## config.mk

```make
export PLATFORM = sky130hd
export DESIGN_NAME = salc_cfg_regs
export DESIGN_NICKNAME = d
export VERILOG_FILES = /design/src/sv/salc_pkg.sv /design/src/sv/salc_cfg_regs.sv
export SDC_FILE = /design/constraint.sdc
export NUM_CORES = 1
export LEC_CHECK = 0
export BUFFER_PORTS_ARGS = -buffer_cell sky130_fd_sc_hd__buf_2
export CAP_MARGIN = 40
export CORE_MARGIN = 5
export CORE_UTILIZATION = 44
export DETAILED_ROUTE_END_ITERATION = 6
export HOLD_SLACK_MARGIN = 0.02
export PLACE_DENSITY_LB_ADDON = 0.3
export SLEW_MARGIN = 0
export SYNTH_ARGS = -nofsm -noshare
export SYNTH_HDL_FRONTEND = slang
export SYNTH_SLANG_ARGS = --single-unit
export TNS_END_PERCENT = 20
```

## constraint.sdc

```tcl
create_clock -name clk_i -period 0.8 [get_ports clk_i]
set_input_delay 0.16 -clock clk_i [delete_from_list [all_inputs] [get_ports clk_i]]
set_output_delay 0.16 -clock clk_i [all_outputs]
set_load 0.03 [all_outputs]
```

## src/sv/salc_pkg.sv

```systemverilog
`timescale 1ns / 1ps
package salc_pkg;
  localparam int unsigned NumRegs = 8;
  localparam int unsigned CfgIdxW = 3;
  localparam int unsigned CfgDataW = 10;
  localparam logic [CfgIdxW-1:0] RegOffBits = 3'd0;
  localparam logic [CfgIdxW-1:0] RegSetBits = 3'd1;
  localparam logic [CfgIdxW-1:0] RegWays = 3'd2;
  localparam logic [CfgIdxW-1:0] RegWrBack = 3'd3;
  localparam logic [CfgIdxW-1:0] RegWrAlloc = 3'd4;
  localparam logic [CfgIdxW-1:0] RegHitTime = 3'd5;
  localparam logic [CfgIdxW-1:0] RegMissPen = 3'd6;
  localparam logic [CfgIdxW-1:0] RegElemSize = 3'd7;
  localparam int unsigned MaxOffBits = 12;
  localparam int unsigned MaxSetBits = 8;
  localparam int unsigned CyclesW = 12;
  localparam int unsigned BytesW = 14;

  typedef struct packed {
    logic [3:0] off_bits;
    logic [3:0] set_bits;
    logic [3:0] ways_used;
    logic       wr_back;
    logic       write_alloc;
    logic [7:0] hit_time;
    logic [9:0] miss_penalty;
    logic [6:0] elem_size;
  } cfg_t;
endpackage

```

## src/sv/salc_cfg_regs.sv

```systemverilog
`timescale 1ns / 1ps
module salc_cfg_regs
  import salc_pkg::*;
(
  input  logic                clk_i,
  input  logic                rst_ni,
  input  logic                cfg_we_i,
  input  logic [CfgIdxW-1:0]  cfg_idx_i,
  input  logic [CfgDataW-1:0] cfg_data_i,
  output cfg_t                cfg_o
);
  cfg_t cfg_q;
  assign cfg_o = cfg_q;

  // register writes, truncated to register width
  always_ff @(posedge clk_i or negedge rst_ni) begin
    if (!rst_ni) begin
      cfg_q.off_bits     <= 4'd6;
      cfg_q.set_bits     <= 4'd4;
      cfg_q.ways_used    <= 4'd1;
      cfg_q.wr_back      <= 1'b1;
      cfg_q.write_alloc  <= 1'b1;
      cfg_q.hit_time     <= 8'd1;
      cfg_q.miss_penalty <= 10'd50;
      cfg_q.elem_size    <= 7'd1;
    end else if (cfg_we_i) begin
      case (cfg_idx_i)
        RegOffBits:  cfg_q.off_bits     <= cfg_data_i[3:0];
        RegSetBits:  cfg_q.set_bits     <= cfg_data_i[3:0];
        RegWays:     cfg_q.ways_used    <= cfg_data_i[3:0];
        RegWrBack:   cfg_q.wr_back      <= cfg_data_i[0];
        RegWrAlloc:  cfg_q.write_alloc  <= cfg_data_i[0];
        RegHitTime:  cfg_q.hit_time     <= cfg_data_i[7:0];
        RegMissPen:  cfg_q.miss_penalty <= cfg_data_i[9:0];
        default:     cfg_q.elem_size    <= cfg_data_i[6:0];
      endcase
    end
  end
endmodule

```

== Word level (Yosys, flattened, before mapping) ==
Cells that the tools add are included.

* Flip-flop bits (word level): 39
* Bits of input ports: 16
* Logic and storage cells: 25

* Eq/ne operators: 6
* Bitwise logic cells: 1
* Reductions and logical operators: 10

{| class="wikitable"
|+ Operators with widths
! operator !! number
|-
| AND reduction 2 bit || 8
|-
| == test 3 bit (second input constant) || 3
|-
| OR reduction 7 bit || 1
|-
| == test 3 x 2 -> 1 bit (second input constant) || 2
|-
| == test 3 x 1 -> 1 bit (second input constant) || 1
|-
| zero test 3 bit || 1
|-
| inverter 1 bit || 1
|}

== Logic depth before layout (Yosys ltp) ==
Gate-level depths: netlist (run 1).

* Word-level depth: 4
* Depth in mapped cells: 4
* Gate-level depth less buffers: 2

== Worst setup path before layout (run 1) ==
OpenSTA, ideal clock, no wires.

* Kind: input-to-reg
* Start: input cfg_idx_i[1]
* End: register cfg_q (netlist bit cfg_o[35])
* Arrival: 0.994 ns
* Slack: -0.319 ns
* Stages: 3
* Buffers on the path: 1
* Cell sequence: buf_4 > nor4b_4 > mux2_2

* Word-level cells in the longest chain between the ends: 2

{| class="wikitable"
|+ RTL lines
! what !! line !! source
|-
| from (decl) || salc_cfg_regs.sv:8 || <nowiki>input logic [CfgIdxW-1:0] cfg_idx_i,</nowiki>
|-
| zero test 3 bit || salc_cfg_regs.sv:27 || <nowiki>case (cfg_idx_i)</nowiki>
|-
| AND reduction 2 bit (no line) || -- ||
|-
| to (decl) || salc_cfg_regs.sv:12 || <nowiki>cfg_t cfg_q;</nowiki>
|}

No other way between the ends.
A chain may end at the register's enable or synchronous reset.

== Final worst setup path (run 1) ==
* Start: register cfg_q (netlist bit cfg_o[12])
* End: output cfg_o[12] (netlist bit)

{| class="wikitable"
|+ RTL lines
! what !! line !! source
|-
| to (decl) || salc_cfg_regs.sv:10 || <nowiki>output cfg_t cfg_o</nowiki>
|}

No word-level cell between the ends.

==> summary.md, run 1 <==
| Metric | Value |
|---|---|
| Synth Warn # | `0` |
| Tmin final | `1.12 ns` |
| Final antenna-violating net count | `0` |
| Die area | `4960 µm²` |
| Setup CP Type | `flop to output pin` |
| Commonest non-fill, non-tap cell in the layout | `buf_6` |
| CTS root buf | `clkbuf_8` |
| Area grow syn2layout | `49.4%` |
| Pwr Total | `6.77 mW` |
| Power Density | `2820 nW/µm²` |
| Final Util | `0.665` |
| WP buf/inv | `1` |
| Crit end category | `output pin` |
| CP startpoint | `cfg_o[12]` |
| Remaining DRCs | `0` |
| # setup viols final | `55` |
| Critical path's top delay family | `flip-flops` |
| CP startpoint kind | `flop` |
| Die Y | `70.4 µm` |
| Synth Instances | `91` |
| Max reg flops | `39` |
| Fmax achieved | `892 MHz` |
| Final Hold Fails | `0` |
| Skew-Pair Late Insertion Delay | `0.28 ns` |
| Area of the mapped netlist | `1610 µm²` |
| Detail Placement HPWL | `2440 µm` |
| Sequence of cells on the critical path | `buf_6` |
| Final period utilization | `1.40` |
| Outcome | `finished, violations left` |
| Worst-path maximum fanout | `2` |
| Max_cap viols | `0` |
| Net Count, Synth | `107` |
| Layout cells sized above 1 | `0.788` |
| Clock sinks | `39` |
| # rows | `22` |
| Core area | `3610 µm²` |
| 1st-iter DRT viols | `37` |
| Fillers | `267` |
| Worst path required time | `0.64 ns` |
| Clock buffer depth | `2` |
| GRT overflow | `0` |
| Hold_sp | `cfg_data_i[8]` |
| Synth cell types | `14` |
| IO Count | `55` |
| CTS tree | `done` |
| Min-delay worst type | `input port to flop` |
| CP max stage delay | `0.55 ns` |
| Vias in the first global route | `1116` |
| Crit path DAT | `0.96 ns` |
| Most frequent cells in the layout | `buf_6 (40), mux2_2 (30), dfrtp_1 (28), dfstp_2 (11), buf_2 (11)` |
| Yosys reg bits | `39` |
| First drt pass iteration count | `4` |
| Max VDD drop | `1.23 mV` |
| Antenna fix cells | `0` |
| Clock transition at path regs | `0.07 ns` |
| Fin nets | `171` |
| Max transition margin | `0.774` |
| Mean Syn Cell Area | `17.6 µm²` |
| Worst reg2reg startpoint | `cfg_o[31]` |
| Gp weighted congestion | `0.708` |
| Fin. max-slew vios | `0` |
| Die Wd | `70.4 µm` |
| First-pass GRT wire length | `5540 µm` |
| RSZ-0062 raised after global routing | `true` |
| Initial antenna violation count | `0` |
| Initial Util | `0.445` |
| Seq/Total Area, Yosys | `0.617` |
| Worst Tran Pin Value | `0.337 ns` |
| Pleak | `1.11 nW` |
| IO Port Bufs | `54` |
| Setup Skew | `0 ns` |
| Vias after detailed routing | `1010` |
| Worst hold margin | `0.108 ns` |
| DRT Wirelength | `3480 µm` |
| Total track usage | `0.145` |
| Slowest CP cell | `dfstp_2` |
| DR vias/cell | `4.95` |
| H-tree depth reported by CTS | `2` |
| Failing checks | `negative setup slack` |
| Number of CTS-inserted buffers | `5` |
| Fin worst setup slack | `-0.322 ns` |
| Pin count of the biggest net entering global routing | `40` |
| DR WL/cell | `17.1 µm` |
[metrics by stage]
step	cell area (µm²)	setup TNS [ns]	setup WS (ns)	instances
after floorplan	1630	-7.00	-0.305	91
after global placement	1990	-12.90	-0.388	193
after detailed placement	1990	-13.90	-0.420	193
after CTS	2380	-9.30	-0.329	204
after global routing	2400	-9.99	-0.354	204
final	2400	-8.67	-0.322	204
[path summary, 6_finish.rpt]
| kind | endpoint | slack, ns | cells past startpoint |
|---|---|---|---|
| setup / recovery | cfg_o[12] | -0.32 | 1 |
| hold / removal | cfg_o[15] | 0.11 | 2 |
| setup reg to reg | cfg_o[31] | -0.09 | 2 |
| hold reg to reg | cfg_o[20] | 0.53 | 1 |
| max in group asynchronous | cfg_o[11] | 0.16 | 3 |
| min in group asynchronous | cfg_o[23] | 0.38 | 3 |
[per-layer routing]
metal,share of wire,track usage
met2,0.58,0.274
met4,0.016,0.0638
met3,0.043,0.0403
met1,0.36,0.146
met5,0,0
[report_power, final]
part           total, mW  leakage [nW]  internal (mW)  switching (mW)
clock network       1.31        0.0482          0.694           0.617
registers           2.82         0.452           2.50           0.318
logic               2.64         0.606           1.31            1.33
total               6.77          1.11           4.51            2.26
[timing repair]
action | CTS | global route
hold buffers | 1 | 0
endpoints found under the setup margin | 74 | 63
buffers inserted | 2 | 0
pin swaps | 3 | 1
gates resized for setup | 88 | 5
hold endpoints to repair | 28 | 0
[cell families after synthesis]
logic type / share of synthesized area
mux: 0.278
buf+inv: 0.0288
flops: 0.617
simple gates: 0.0764
[synth_stat cells]
library cell   n  area share
dfstp_2       11        0.18
nand4_2        1      0.0078
nor4b_4        1       0.015
and4bb_2       1      0.0078
dfrtp_1       28        0.44
nand4b_1       2       0.011
mux2_1         3       0.021
mux2_4         2       0.019
nand4b_4       1       0.015
mux2_2        34        0.24
buf_2          1      0.0031
buf_4          1      0.0047
and4bb_4       2       0.020
buf_6          3       0.021
[final cells by class]
cell class	count	area [µm²]	area share
clock buffers	7	86.3	0.0360
well taps	48	60.1	0.0250
flip-flops and latches	39	990	0.413
repair buffers	62	666	0.278
multi-input cells	47	592	0.247
clock inverters	1	5.00	0.00209
Note: power is estimated with default switching activity, not from simulation.
==> inputs of run 2 (changes only) <==
--- a/config.mk
+++ b/config.mk
@@ -11,7 +11,7 @@
 export CORE_UTILIZATION = 44
 export DETAILED_ROUTE_END_ITERATION = 6
 export HOLD_SLACK_MARGIN = 0.02
-export PLACE_DENSITY_LB_ADDON = 0.3
+export PLACE_DENSITY = 0.83
 export SLEW_MARGIN = 0
 export SYNTH_ARGS = -nofsm -noshare
 export SYNTH_HDL_FRONTEND = slang
==> summary.md, run 2 (synthesis results as in run 1) <==
| Metric | Value |
|---|---|
| Pre-CTS WS | `-0.403 ns (+0.0168 ns)` |
| WP buf/inv | `1 (unchanged)` |
| Cell Int Power | `5.03 mW (+12%)` |
| Highest metal used | `met4` |
| Fmax achieved | `880 MHz (-1.3%)` |
| IO Count | `55 (unchanged)` |
| Switching Power | `2.37 mW (+4.8%)` |
| CTS tree | `done` |
| IO Port Bufs | `54 (unchanged)` |
| CP max stage delay | `0.56 ns (about the same)` |
| Clock group share of total power | `0.262 (+0.068)` |
| Die Wd | `70.4 µm (unchanged)` |
| Seq pwr share | `0.383 (-0.034)` |
| Initial antenna violation count | `0 (unchanged)` |
| Fin. max-slew vios | `0 (unchanged)` |
| Worst hold margin | `0.0927 ns (-0.0154 ns)` |
| Worst-path maximum fanout | `2 (unchanged)` |
| Clock sinks | `39 (unchanged)` |
| Comb pwr share | `0.355 (-0.035)` |
| Detail Placement HPWL | `2610 µm (+7.1%)` |
| Outcome | `finished, violations left` |
| Final antenna-violating net count | `0 (unchanged)` |
| Max VDD drop | `1.72 mV (+40%)` |
| Met1 Wirelength | `1400 µm (+11%)` |
| Die area | `4960 µm² (unchanged)` |
| Remaining DRCs | `0 (unchanged)` |
| First-pass GRT wire length | `6020 µm (+8.6%)` |
| # setup viols final | `46 (-16%)` |
| Worst path required time | `0.64 ns (about the same)` |
| Commonest non-fill, non-tap cell in the layout | `buf_6` |
| DR WL/cell | `18.5 µm (+8.6%)` |
| Area grow syn2layout | `49.5% (about the same)` |
| Fin worst setup slack | `-0.337 ns (-0.0151 ns)` |
| Crit path DAT | `0.98 ns (+0.02 ns)` |
| Max_cap viols | `0 (unchanged)` |
| H-tree depth reported by CTS | `2 (unchanged)` |
| Vias in the first global route | `1142 (+2.3%)` |
| Routed wire length on met2 | `2010 µm (-0.40%)` |
| WL met3 | `188 µm (+27%)` |
| Clock transition at path regs | `0.08 ns (about the same)` |
| Final period utilization | `1.42 (+0.0189)` |
| Slowest CP cell | `dfstp_2` |
| Sequence of cells on the critical path | `buf_6` |
| GRT overflow | `0 (unchanged)` |
| Crit end category | `output pin` |
| Postcts setup bufs | `0 (-2)` |
| Most frequent cells in the layout | `buf_6 (41), dfrtp_1 (28), mux2_2 (27)` |
| Worst Tran Pin Value | `0.328 ns (-0.00885 ns)` |
| Initial Util | `0.445 (unchanged)` |
| First drt pass iteration count | `2 (-2)` |
| Number of CTS-inserted buffers | `5 (unchanged)` |
| Pleak | `1.10 nW (-0.35%)` |
| Tmin final | `1.14 ns (+0.0151 ns)` |
| Setup CP Type | `flop to output pin` |
| Fillers | `255 (-4.5%)` |
| Antenna fix cells | `0 (unchanged)` |
| Die Y | `70.4 µm (unchanged)` |
| RSZ-0062 raised after global routing | `true` |
| Min-delay worst type | `input port to flop` |
| Setup Skew | `0 ns (unchanged)` |
| Core area | `3610 µm² (unchanged)` |
| Power Density | `3080 nW/µm² (+9.3%)` |
| Critical path's top delay family | `flip-flops` |
| 1st-iter DRT viols | `57 (+54%)` |
| Fin nets | `167 (-2.3%)` |
| CP startpoint kind | `flop` |
| Pin count of the biggest net entering global routing | `40 (unchanged)` |
| # rows | `22 (unchanged)` |
| Dpl cell area | `1950 µm² (-2.0%)` |
| Skew-Pair Late Insertion Delay | `0.29 ns (about the same)` |
| CTS root buf | `clkbuf_8` |
| Final Hold Fails | `0 (unchanged)` |
| DR vias/cell | `5.12 (+3.3%)` |
| Setup TNS | `-9.01 ns (-0.341 ns)` |
| Max transition margin | `0.780 (+0.00593)` |
| Layout cells sized above 1 | `0.789 (+0.00101)` |
| Clock buffer depth | `2 (unchanged)` |
| Sw frac | `0.321 (-0.0138)` |
| Gp weighted congestion | `0.711 (+0.49%)` |
| Total track usage | `0.163 (+0.0170)` |
| DRT Wirelength | `3710 µm (+6.5%)` |
| Max reg flops | `39 (unchanged)` |
| Failing checks | `negative setup slack` |
| Post-route design area | `2400 µm² (about the same)` |
| Vias after detailed routing | `1023 (+1.3%)` |
| Pwr Total | `7.40 mW (+9.3%)` |
[run 2: cell count changes in the layout (fill, tap and decap cells not counted), moves of 2 or more]
cell	change
mux2_4	+3
bufinv_16	+2
buf_4	-2
buf_12	-3
mux2_2	-3
[run 2: path summary, 6_finish.rpt]
path,from,depth (start not counted),end,slack (ns)
worst max register to register,cfg_o[1],1,cfg_o[1],0
min in group asynchronous,rst_ni,3,cfg_o[15],0.36
worst min register to register,cfg_o[24],1,cfg_o[24],0.53
worst min-delay path,cfg_data_i[8],2,cfg_o[15],0.09
max in group asynchronous,rst_ni,3,cfg_o[33],0.18
worst max-delay path,cfg_o[36],1,cfg_o[36],-0.34
[run 2: routing by layer]
metal,GRT usage,vias up
met5,0,-
met4,0.0809,0
met3,0.0619,10
met2,0.280,34
met1,0.172,528
li1,-,451
[run 2: area by class of cell]
cell class | instances | area (µm²) | area share
Multi-Input combinational cell | 47 | 612 | 0.255
Timing Repair Buffer | 58 | 602 | 0.251
Sequential cell | 39 | 990 | 0.412
Clock inverter | 3 | 67.6 | 0.0282
Tap cell | 48 | 60.1 | 0.0250
Clock buffer | 5 | 68.8 | 0.0287
[run 2: through the flow]
step / std cells / util
after floorplan: 91 / -
after global placement: 191 / 0.540
after detailed placement: 191 / 0.540
after CTS: 200 / 0.661
after global routing: 200 / 0.666
final: 200 / 0.666
[run 2: what timing repair did]
item                                   in CTS  in global routing
endpoints found under the hold margin      28                  0
setup endpoints to repair                  75                 53
hold buffers                                1                  0
resized for setup                          90                  4
pin swaps                                   1                  0
[run 2: power groups by stage]
stage	combinational, mW	sequential (mW)	clock (mW)
after floorplan	0.500	3.63	0
after global placement	2.01	2.71	0
after detailed placement	2.06	2.76	0
after CTS	2.63	2.84	1.98
after global routing	2.74	2.88	2.08
final	2.63	2.83	1.94
